## src/rtl/core/epra_pkg.sv

```systemverilog
// shared types, constants and widths of the encoder period rpm averager
`timescale 1ns / 1ps

package epra_pkg;

    // field widths
    localparam int TIME_W     = 32;
    localparam int RATE_W     = 28;
    localparam int SPEED_W    = 34;
    localparam int PPR_W      = 13;
    localparam int GEAR_W     = 10;
    localparam int DIVP_W     = PPR_W + GEAR_W;
    localparam int CFG_ADDR_W = 1;
    localparam int CFG_DATA_W = 13;

    // default ring depth
    localparam int AVG_DEPTH_DEFAULT = 8;

    // arithmetic constants: 1e6 scaled by 2^8, seconds per minute
    localparam logic [RATE_W-1:0] RATE_NUM    = 28'd256000000;
    localparam logic [RATE_W-1:0] RATE_MAX    = '1;
    localparam logic [5:0]        SEC_PER_MIN = 6'd60;

    // register indexes and reset values
    localparam logic [CFG_ADDR_W-1:0] CFG_PULSES_PER_REV = 1'b0;
    localparam logic [CFG_ADDR_W-1:0] CFG_GEAR_RATIO     = 1'b1;
    localparam logic [PPR_W-1:0]      PPR_RESET          = 13'd11;
    localparam logic [GEAR_W-1:0]     GEAR_RESET         = 10'd71;

    // input word kinds
    localparam logic MODE_EDGE   = 1'b0;
    localparam logic MODE_SAMPLE = 1'b1;

    // operand selection of the shared divider
    typedef enum logic {
        DIV_RATE,
        DIV_SPEED
    } div_op_t;

    // controller states
    typedef enum logic [2:0] {
        ST_IDLE,
        ST_PREP,
        ST_RATE_GO,
        ST_RATE,
        ST_SPEED_GO,
        ST_SPEED,
        ST_SUM,
        ST_OUT
    } state_t;

    // controller to datapath commands
    typedef struct packed {
        logic    edge_load;
        logic    prep;
        logic    div_start;
        div_op_t div_op;
        logic    rate_load;
        logic    speed_load;
        logic    sum_update;
        logic    out_load;
    } cmd_t;

    // datapath to controller status
    typedef struct packed {
        logic div_done;
    } status_t;

endpackage

```

## src/rtl/core/encoder_period_rpm_averager_core.sv

```systemverilog
// top level of the encoder period rpm averager
`timescale 1ns / 1ps

// Encoder speed from edge periods with ring averaging. A word with s_mode low
// is an encoder edge: it stores the time since the previous edge (modulo
// 2^32) and gives no result. A word with s_mode high is
// a sample request: rate = 256000000 / period (Hz, Q20.8, saturated with
// m_period_zero set when the period is zero), speed = rate * 60 /
// (pulses_per_rev * gear_ratio) (rpm, Q26.8); both go into rings of AVG_DEPTH
// entries that start out zero, and the result word carries the ring averages.
// One shared restoring divider does the rate and speed divisions at one bit
// per cycle; the averages are the running sums with the low clog2(AVG_DEPTH)
// bits dropped, so AVG_DEPTH must be a power of two. A sample goes through
// PREP, RATE_GO, RATE, SPEED_GO, SPEED, SUM and OUT; OUT waits for the
// previous result to leave the output register. A finished result waits in
// the output register while new words are taken.
// Configuration: cfg_addr 0 = pulses_per_rev, 1 = gear_ratio; a zero divides
// as one. Write only while the block is idle.
module encoder_period_rpm_averager_core #(
    parameter int AVG_DEPTH = epra_pkg::AVG_DEPTH_DEFAULT
) (
    input  logic                             aclk,
    input  logic                             aresetn,
    input  logic                             s_valid,
    output logic                             s_ready,
    input  logic                             s_mode,
    input  logic [epra_pkg::TIME_W-1:0]      s_time_us,
    output logic                             m_valid,
    input  logic                             m_ready,
    output logic [epra_pkg::RATE_W-1:0]      m_avg_pulse_rate,
    output logic [epra_pkg::SPEED_W-1:0]     m_avg_speed,
    output logic                             m_speed_positive,
    output logic                             m_period_zero,
    input  logic                             cfg_we,
    input  logic [epra_pkg::CFG_ADDR_W-1:0]  cfg_addr,
    input  logic [epra_pkg::CFG_DATA_W-1:0]  cfg_wdata
);

    epra_pkg::cmd_t    cmd;
    epra_pkg::status_t status;

    epra_ctrl u_ctrl (
        .aclk    (aclk),
        .aresetn (aresetn),
        .s_valid (s_valid),
        .s_mode  (s_mode),
        .s_ready (s_ready),
        .m_valid (m_valid),
        .m_ready (m_ready),
        .cmd     (cmd),
        .status  (status)
    );

    epra_datapath #(
        .AVG_DEPTH (AVG_DEPTH)
    ) u_datapath (
        .aclk             (aclk),
        .aresetn          (aresetn),
        .cmd              (cmd),
        .status           (status),
        .s_time_us        (s_time_us),
        .cfg_we           (cfg_we),
        .cfg_addr         (cfg_addr),
        .cfg_wdata        (cfg_wdata),
        .m_avg_pulse_rate (m_avg_pulse_rate),
        .m_avg_speed      (m_avg_speed),
        .m_speed_positive (m_speed_positive),
        .m_period_zero    (m_period_zero)
    );

    // a waiting result is never overwritten
    a_no_overwrite: assert property (@(posedge aclk) disable iff (!aresetn)
        cmd.out_load |-> (!m_valid || m_ready))
        else $error("result register loaded while a word still waits");

    // a sample request keeps the input closed in the next cycle
    a_sample_busy: assert property (@(posedge aclk) disable iff (!aresetn)
        (s_valid && s_ready && s_mode) |=> !s_ready)
        else $error("input open right after a sample request");

    // at most one load command per cycle
    a_one_load: assert property (@(posedge aclk) disable iff (!aresetn)
        $onehot0({cmd.edge_load, cmd.rate_load, cmd.speed_load, cmd.sum_update,
                  cmd.out_load}))
        else $error("more than one datapath load in one cycle");

    // an edge word gives no result in the next cycle
    a_edge_silent: assert property (@(posedge aclk) disable iff (!aresetn)
        (s_valid && s_ready && !s_mode && !m_valid) |=> !m_valid)
        else $error("result appeared after an edge word");

endmodule

```

## src/rtl/core/epra_div.sv

```systemverilog
// restoring divider, one quotient bit per cycle
`timescale 1ns / 1ps

module epra_div #(
    parameter int NUM_W = 37,
    parameter int DEN_W = 32
) (
    input  logic             aclk,
    input  logic             aresetn,
    input  logic             start,
    input  logic [NUM_W-1:0] num,
    input  logic [DEN_W-1:0] den,
    output logic [NUM_W-1:0] quo,
    output logic             done
);

    localparam int CNT_W = $clog2(NUM_W + 1);

    logic [NUM_W-1:0] quo_reg, quo_next;
    logic [DEN_W-1:0] rem_reg, rem_next;
    logic [DEN_W-1:0] den_reg, den_next;
    logic [CNT_W-1:0] cnt_reg, cnt_next;
    logic             busy_reg, busy_next;
    logic             done_reg, done_next;
    logic [DEN_W:0]   rem_shift;
    logic [DEN_W:0]   rem_diff;
    logic             fits;

    // one shift and trial subtract per cycle
    always_comb begin
        rem_shift = {rem_reg, quo_reg[NUM_W-1]};
        rem_diff  = rem_shift - {1'b0, den_reg};
        fits      = rem_shift >= {1'b0, den_reg};
        quo_next  = quo_reg;
        rem_next  = rem_reg;
        den_next  = den_reg;
        cnt_next  = cnt_reg;
        busy_next = busy_reg;
        done_next = 1'b0;
        if (start) begin
            quo_next  = num;
            rem_next  = '0;
            den_next  = den;
            cnt_next  = CNT_W'(NUM_W);
            busy_next = 1'b1;
        end else if (busy_reg) begin
            quo_next  = {quo_reg[NUM_W-2:0], fits};
            rem_next  = fits ? rem_diff[DEN_W-1:0] : rem_shift[DEN_W-1:0];
            cnt_next  = cnt_reg - CNT_W'(1);
            busy_next = cnt_reg != CNT_W'(1);
            done_next = cnt_reg == CNT_W'(1);
        end
    end

    // control state
    always_ff @(posedge aclk) begin
        if (!aresetn) begin
            cnt_reg  <= '0;
            busy_reg <= 1'b0;
            done_reg <= 1'b0;
        end else begin
            cnt_reg  <= cnt_next;
            busy_reg <= busy_next;
            done_reg <= done_next;
        end
    end

    // operands and partial results
    always_ff @(posedge aclk) begin
        quo_reg <= quo_next;
        rem_reg <= rem_next;
        den_reg <= den_next;
    end

    assign quo  = quo_reg;
    assign done = done_reg;

endmodule

```

## src/rtl/core/epra_datapath.sv

```systemverilog
// period capture, rate and speed arithmetic, averaging rings and result registers
`timescale 1ns / 1ps

module epra_datapath #(
    parameter int AVG_DEPTH = epra_pkg::AVG_DEPTH_DEFAULT
) (
    input  logic                               aclk,
    input  logic                               aresetn,
    input  epra_pkg::cmd_t                     cmd,
    output epra_pkg::status_t                  status,
    input  logic [epra_pkg::TIME_W-1:0]        s_time_us,
    input  logic                               cfg_we,
    input  logic [epra_pkg::CFG_ADDR_W-1:0]    cfg_addr,
    input  logic [epra_pkg::CFG_DATA_W-1:0]    cfg_wdata,
    output logic [epra_pkg::RATE_W-1:0]        m_avg_pulse_rate,
    output logic [epra_pkg::SPEED_W-1:0]       m_avg_speed,
    output logic                               m_speed_positive,
    output logic                               m_period_zero
);

    localparam int IDX_W   = $clog2(AVG_DEPTH);
    localparam int RSUM_W  = epra_pkg::RATE_W + IDX_W;
    localparam int SSUM_W  = epra_pkg::SPEED_W + IDX_W;
    localparam int NUM_W   = epra_pkg::SPEED_W;
    localparam int DEN_W   = epra_pkg::TIME_W;
    localparam int ENTRY_W = epra_pkg::RATE_W + epra_pkg::SPEED_W;
    localparam int RATE_W  = epra_pkg::RATE_W;
    localparam int SPEED_W = epra_pkg::SPEED_W;

    // configuration
    logic [epra_pkg::PPR_W-1:0]  ppr_reg;
    logic [epra_pkg::GEAR_W-1:0] gear_reg;
    logic [epra_pkg::PPR_W-1:0]  ppr_eff;
    logic [epra_pkg::GEAR_W-1:0] gear_eff;

    // edge timing
    logic [DEN_W-1:0] last_edge_reg;
    logic [DEN_W-1:0] period_reg;

    // per-sample working registers
    logic [epra_pkg::DIVP_W-1:0] divp_reg, divp_next;
    logic                        pz_reg;
    logic [RATE_W-1:0]           rate_reg;
    logic [SPEED_W-1:0]          speed_reg;
    logic [SPEED_W-1:0]          rate_x60;

    // rings and running sums
    logic [ENTRY_W-1:0]   ring_mem [AVG_DEPTH];
    logic [ENTRY_W-1:0]   rd_reg;
    logic                 rd_valid_reg;
    logic [AVG_DEPTH-1:0] valid_reg;
    logic [IDX_W-1:0]     idx_reg, idx_next;
    logic [RSUM_W-1:0]    rate_sum_reg, rate_sum_next;
    logic [SSUM_W-1:0]    speed_sum_reg, speed_sum_next;
    logic [RATE_W-1:0]    old_rate;
    logic [SPEED_W-1:0]   old_speed;

    // result registers
    logic [RATE_W-1:0]  out_rate_reg;
    logic [SPEED_W-1:0] out_speed_reg;
    logic               out_pos_reg;
    logic               out_pz_reg;

    // divider hookup
    logic [NUM_W-1:0] div_num;
    logic [DEN_W-1:0] div_den;
    logic [NUM_W-1:0] div_quo;
    logic             div_done;

    // zero divisor registers divide as one
    always_comb begin
        ppr_eff   = (ppr_reg == '0) ? epra_pkg::PPR_W'(1) : ppr_reg;
        gear_eff  = (gear_reg == '0) ? epra_pkg::GEAR_W'(1) : gear_reg;
        divp_next = epra_pkg::DIVP_W'(ppr_eff) * epra_pkg::DIVP_W'(gear_eff);
        rate_x60  = SPEED_W'(rate_reg) * SPEED_W'(epra_pkg::SEC_PER_MIN);
    end

    // divider operand selection
    always_comb begin
        case (cmd.div_op)
            epra_pkg::DIV_RATE: begin
                div_num = NUM_W'(epra_pkg::RATE_NUM);
                div_den = period_reg;
            end
            epra_pkg::DIV_SPEED: begin
                div_num = NUM_W'(rate_x60);
                div_den = DEN_W'(divp_reg);
            end
            default: begin
                div_num = '0;
                div_den = '0;
            end
        endcase
    end

    epra_div #(
        .NUM_W (NUM_W),
        .DEN_W (DEN_W)
    ) u_div (
        .aclk    (aclk),
        .aresetn (aresetn),
        .start   (cmd.div_start),
        .num     (div_num),
        .den     (div_den),
        .quo     (div_quo),
        .done    (div_done)
    );

    assign status.div_done = div_done;

    // running sums: drop the overwritten entry, add the new one
    always_comb begin
        old_rate       = rd_valid_reg ? rd_reg[RATE_W-1:0] : '0;
        old_speed      = rd_valid_reg ? rd_reg[ENTRY_W-1:RATE_W] : '0;
        rate_sum_next  = rate_sum_reg - RSUM_W'(old_rate) + RSUM_W'(rate_reg);
        speed_sum_next = speed_sum_reg - SSUM_W'(old_speed) + SSUM_W'(speed_reg);
        idx_next       = (idx_reg == IDX_W'(AVG_DEPTH - 1)) ? '0 : idx_reg + IDX_W'(1);
    end

    // configuration, edge timing, ring pointer, sums and valid bits
    always_ff @(posedge aclk) begin
        if (!aresetn) begin
            ppr_reg       <= epra_pkg::PPR_RESET;
            gear_reg      <= epra_pkg::GEAR_RESET;
            last_edge_reg <= '0;
            period_reg    <= '0;
            idx_reg       <= '0;
            rate_sum_reg  <= '0;
            speed_sum_reg <= '0;
            valid_reg     <= '0;
        end else begin
            if (cfg_we) begin
                case (cfg_addr)
                    epra_pkg::CFG_PULSES_PER_REV: ppr_reg <= cfg_wdata;
                    epra_pkg::CFG_GEAR_RATIO:     gear_reg <= cfg_wdata[epra_pkg::GEAR_W-1:0];
                    default: ;
                endcase
            end
            if (cmd.edge_load) begin
                period_reg    <= s_time_us - last_edge_reg;
                last_edge_reg <= s_time_us;
            end
            if (cmd.sum_update) begin
                rate_sum_reg       <= rate_sum_next;
                speed_sum_reg      <= speed_sum_next;
                valid_reg[idx_reg] <= 1'b1;
                idx_reg            <= idx_next;
            end
        end
    end

    // ring storage, one write and one registered read
    always_ff @(posedge aclk) begin
        if (cmd.sum_update) begin
            ring_mem[idx_reg] <= {speed_reg, rate_reg};
        end
        if (cmd.prep) begin
            rd_reg <= ring_mem[idx_reg];
        end
    end

    // per-sample working values and results; averages drop the low index bits
    always_ff @(posedge aclk) begin
        if (cmd.prep) begin
            divp_reg     <= divp_next;
            pz_reg       <= period_reg == '0;
            rd_valid_reg <= valid_reg[idx_reg];
        end
        if (cmd.rate_load) begin
            rate_reg <= pz_reg ? epra_pkg::RATE_MAX : div_quo[RATE_W-1:0];
        end
        if (cmd.speed_load) begin
            speed_reg <= div_quo[SPEED_W-1:0];
        end
        if (cmd.out_load) begin
            out_rate_reg  <= rate_sum_reg[RSUM_W-1:IDX_W];
            out_speed_reg <= speed_sum_reg[SSUM_W-1:IDX_W];
            out_pos_reg   <= speed_reg != '0;
            out_pz_reg    <= pz_reg;
        end
    end

    assign m_avg_pulse_rate = out_rate_reg;
    assign m_avg_speed      = out_speed_reg;
    assign m_speed_positive = out_pos_reg;
    assign m_period_zero    = out_pz_reg;

endmodule

```

## src/rtl/core/epra_ctrl.sv

```systemverilog
// sequencing state machine and output handshake
`timescale 1ns / 1ps

module epra_ctrl (
    input  logic              aclk,
    input  logic              aresetn,
    input  logic              s_valid,
    input  logic              s_mode,
    output logic              s_ready,
    output logic              m_valid,
    input  logic              m_ready,
    output epra_pkg::cmd_t    cmd,
    input  epra_pkg::status_t status
);

    epra_pkg::state_t state_reg, state_next;
    logic             m_valid_reg, m_valid_next;

    // state and result-valid registers
    always_ff @(posedge aclk) begin
        if (!aresetn) begin
            state_reg   <= epra_pkg::ST_IDLE;
            m_valid_reg <= 1'b0;
        end else begin
            state_reg   <= state_next;
            m_valid_reg <= m_valid_next;
        end
    end

    // next state and commands
    always_comb begin
        cmd          = '0;
        state_next   = state_reg;
        m_valid_next = m_valid_reg && !m_ready;
        s_ready      = state_reg == epra_pkg::ST_IDLE;
        case (state_reg)
            epra_pkg::ST_IDLE: begin
                if (s_valid) begin
                    if (s_mode == epra_pkg::MODE_SAMPLE) begin
                        state_next = epra_pkg::ST_PREP;
                    end else begin
                        cmd.edge_load = 1'b1;
                    end
                end
            end
            epra_pkg::ST_PREP: begin
                cmd.prep   = 1'b1;
                state_next = epra_pkg::ST_RATE_GO;
            end
            epra_pkg::ST_RATE_GO: begin
                cmd.div_start = 1'b1;
                cmd.div_op    = epra_pkg::DIV_RATE;
                state_next    = epra_pkg::ST_RATE;
            end
            epra_pkg::ST_RATE: begin
                if (status.div_done) begin
                    cmd.rate_load = 1'b1;
                    state_next    = epra_pkg::ST_SPEED_GO;
                end
            end
            epra_pkg::ST_SPEED_GO: begin
                cmd.div_start = 1'b1;
                cmd.div_op    = epra_pkg::DIV_SPEED;
                state_next    = epra_pkg::ST_SPEED;
            end
            epra_pkg::ST_SPEED: begin
                if (status.div_done) begin
                    cmd.speed_load = 1'b1;
                    state_next     = epra_pkg::ST_SUM;
                end
            end
            epra_pkg::ST_SUM: begin
                cmd.sum_update = 1'b1;
                state_next     = epra_pkg::ST_OUT;
            end
            epra_pkg::ST_OUT: begin
                if (!m_valid_reg || m_ready) begin
                    cmd.out_load = 1'b1;
                    m_valid_next = 1'b1;
                    state_next   = epra_pkg::ST_IDLE;
                end
            end
            default: begin
                state_next = epra_pkg::ST_IDLE;
            end
        endcase
    end

    assign m_valid = m_valid_reg;

endmodule

```

## config.mk

```make
export PLATFORM = sky130hd
export DESIGN_NAME = encoder_period_rpm_averager_core
export DESIGN_NICKNAME = d
export VERILOG_FILES = /design/src/rtl/core/epra_pkg.sv /design/src/rtl/core/encoder_period_rpm_averager_core.sv /design/src/rtl/core/epra_div.sv /design/src/rtl/core/epra_datapath.sv /design/src/rtl/core/epra_ctrl.sv
export SDC_FILE = /design/constraint.sdc
export NUM_CORES = 2
export LEC_CHECK = 0
export BUFFER_PORTS_ARGS = -buffer_cell sky130_fd_sc_hd__clkbuf_2
export CORE_ASPECT_RATIO = 1.75
export CORE_MARGIN = 8
export CORE_UTILIZATION = 28
export CTS_CLUSTER_DIAMETER = 100
export DETAILED_ROUTE_END_ITERATION = 10
export GPL_ROUTABILITY_DRIVEN = 0
export GPL_TIMING_DRIVEN = 1
export HOLD_SLACK_MARGIN = 0.15
export SLEW_MARGIN = 15
export SYNTH_ARGS = -nofsm -noshare
export SYNTH_HDL_FRONTEND = slang
export SYNTH_SLANG_ARGS = --single-unit
```

## constraint.sdc

```tcl
create_clock -name aclk -period 8.4 [get_ports aclk]
set_input_delay 1.26 -clock aclk [delete_from_list [all_inputs] [get_ports aclk]]
set_output_delay 1.26 -clock aclk [all_outputs]
set_load 0.03 [all_outputs]
```

==> results.toml <==
[run_status]
status = "complete, no violations"

[yosys]
syn_area_um2 = 50390
synth.largest_area_cell = "edfxtp_1"
yosys_warnings = 0
synthArstFlopShare_pct = 0
netlist_top_cells_area = "edfxtp_1 (46%), dfxtp_1 (8.3%), fa_1 (8.1%)"
syn-num-nets = 4791
syn_inst = 4308
yosys_register_bits = 985
yosysSeqAreaShare_pct = 54.53
synth.top_cell.area_share_pct = 46.18
synth-edff-count = 775
ys_types = 87
syn_area_per_cell_um2 = 11.70
synth_flop_cell = "edfxtp_1"

[worst_setup_path]
end_kind = "register"
cp.arrival_ns = 7.33
critPathKind = "register to register"
required_ns = 8.85
worst-r2r-cell-count = 22
startpoint_type = "register"
worstPathMaxFanout = 12

[floorplan]
die_w_um = 336.7
dieArea_um2 = 194300
initial_utilization_pct = 28.09
io_pins = 118
die_y_um = 577.2
rows = 206
core_um2 = 179400

[drt]
dr_total_vias = 33145
first_pass_iters = 7
wl_um = 131900
drtIter0Drc = 2039
wl_per_cell_um = 19.20
drcViolationCount = 0
ant_nets = 0
vias_per_cell = 4.827

[timing]
tightest_slew_ns = 1.152
setup_violations = 0
fmax_mhz = 145.4
rsz0062_at_grt = "false"
relSlewSlack_pct = 22.53
tns_ns = 0
clock_skew_ns = 0.05562
fin_crit_ns = 6.879
hold_viol_final = 0
slew_violations = 0
finalCritPeriodShare_pct = 81.89

[layout]
syn2layout_area_growth_pct = 13.20
nets = 4877
mostFrequentLayoutCell = "edfxtp_1"
largest_reg_flops = 496
final_cell_mix = "edfxtp_1 (775), inv_1 (449), nand2_1 (433)"
nFillCells = 18130
seqCellArea_um2 = 27480
multi_input_area_um2 = 20610
drive_gt1_share_pct = 9.949
final_cell_area_um2 = 57050

[global_route]
grt_usage_pct = 13.26
grt_max_degree = 74
grt_pass1_wl_um = 202000
antenna_found_initial = 2
grt_pass1_vias = 34435
overflow = 0

[placement]
hpwl_um = 88850
placed_cell_area_um2 = 53770
numPortBuffers = 117

[job]
cap_viol_max_count = 0

[clock_tree]
cts_buffers = 94
path_clk_slew_ns = 0.07
ctsRootBufferMaster = "clkbuf_16"
cts-htree-levels = 3
cts_buffer_depth = 3
cts_tree = "built"
numClockSinks = 985
postCtsHoldBufs = 0
insertion_delay_ns = 0.71
ctsResizeCount = 0
cts_setup_buffers = 0

[min_path]
hold_path_class = "register to register"
hold_depth = 0

[pwr]
p_leak_uw = 0.02118
ir_worst_vdd_v = 0.0001540
fin_total_pwr_uw = 12690
power_density_nw_per_um2 = 222.5
cell usage after synthesis, types with 26 or more instances:
cell	instances
nand2b_1	45
ha_1	228
clkbuf_1	163
nand3_1	63
inv_1	451
nand2_1	433
or2_2	29
nor2b_1	39
a21o_1	63
and3_1	29
a22oi_1	254
a31oi_1	32
a21oi_1	281
xnor2_1	94
nor3_1	33
and2_1	141
fa_1	203
o21a_1	26
nor2_1	151
nand4_1	85
edfxtp_1	775
o21ai_0	100
dfxtp_1	210
xor2_1	59
metrics by stage:
step	utilization (%)	instances	worst slack (ns)	hold WS [ns]
after global routing	31.80	6866	1.167	0.4480
final	31.80	6866	1.521	0.4340
after CTS	31.80	6865	1.522	0.4377
after global placement	29.97	6690	1.550	0.4189
after detailed placement	29.97	6690	1.533	0.4216
after floorplan	-	4308	0.8458	0.4082
final timing paths:
kind | endpoint | from | slack [ns]
max | u_datapath.divp_reg[19] | u_datapath.ppr_reg[7] | 1.52
min | u_datapath.m_avg_speed[14] | u_datapath.speed_sum_reg[17] | 0.43
max reg2reg | u_datapath.divp_reg[19] | u_datapath.ppr_reg[7] | 1.52
min reg2reg | u_datapath.m_avg_speed[14] | u_datapath.speed_sum_reg[17] | 0.43
layout make-up:
type                       count  share of cell area (%)
multi-input combinational   2691                   36.13
timing repair buffer         171                   1.737
tap                         2392                   5.246
clock inverter                63                   1.331
antenna                        1                0.004387
sequential                   985                   48.17
clock buffer                 112                   4.406
inverter                     451                   2.974
kinds of logic after synthesis:
logic type                 count (synthesis)  synth area share (%)
DFF                                      985                 54.53
xor gates and xnor gates                 153                 2.659
buffers and inverters                    632                 4.740
AOI/OAI and AO/OA                        961                 12.84
adders and majority gates                431                 13.73
muxes                                     28                0.6158
and+or+nand+nor                         1118                 10.90
layer usage:
metal  up-vias  part of all wire (%)  track usage [%]
met1     16430                    37            14.12
met4         0                   3.9            5.384
met5         -                     0                0
met2       929                    54            25.80
met3       244                   4.9            1.864
li1      15542                     -                -
worst max-delay path, stage by stage (launching register included):
cell and delay, ns:
dfxtp_1 0.61, nor4_1 0.10, a41oi_1 0.84, nand2b_1 0.23
fa_1 0.43, fa_1 0.54, inv_1 0.05, fa_1 0.50
fa_1 0.54, inv_1 0.05, fa_1 0.52, inv_1 0.04
ha_1 0.33, inv_1 0.08, a21oi_1 0.04, o21a_1 0.17
o22ai_1 0.30, o21ai_1 0.16, or4b_1 0.53, and3_1 0.21
o21a_1 0.16, nor2_1 0.12, xnor2_1 0.07
power by group:
group / internal [uW] / switching, uW
Sequential: 5550 / 193
Clock: 2500 / 2000
Combinational: 973 / 1480
Total: 9020 / 3680
Note: power is estimated with default switching activity, not from simulation.
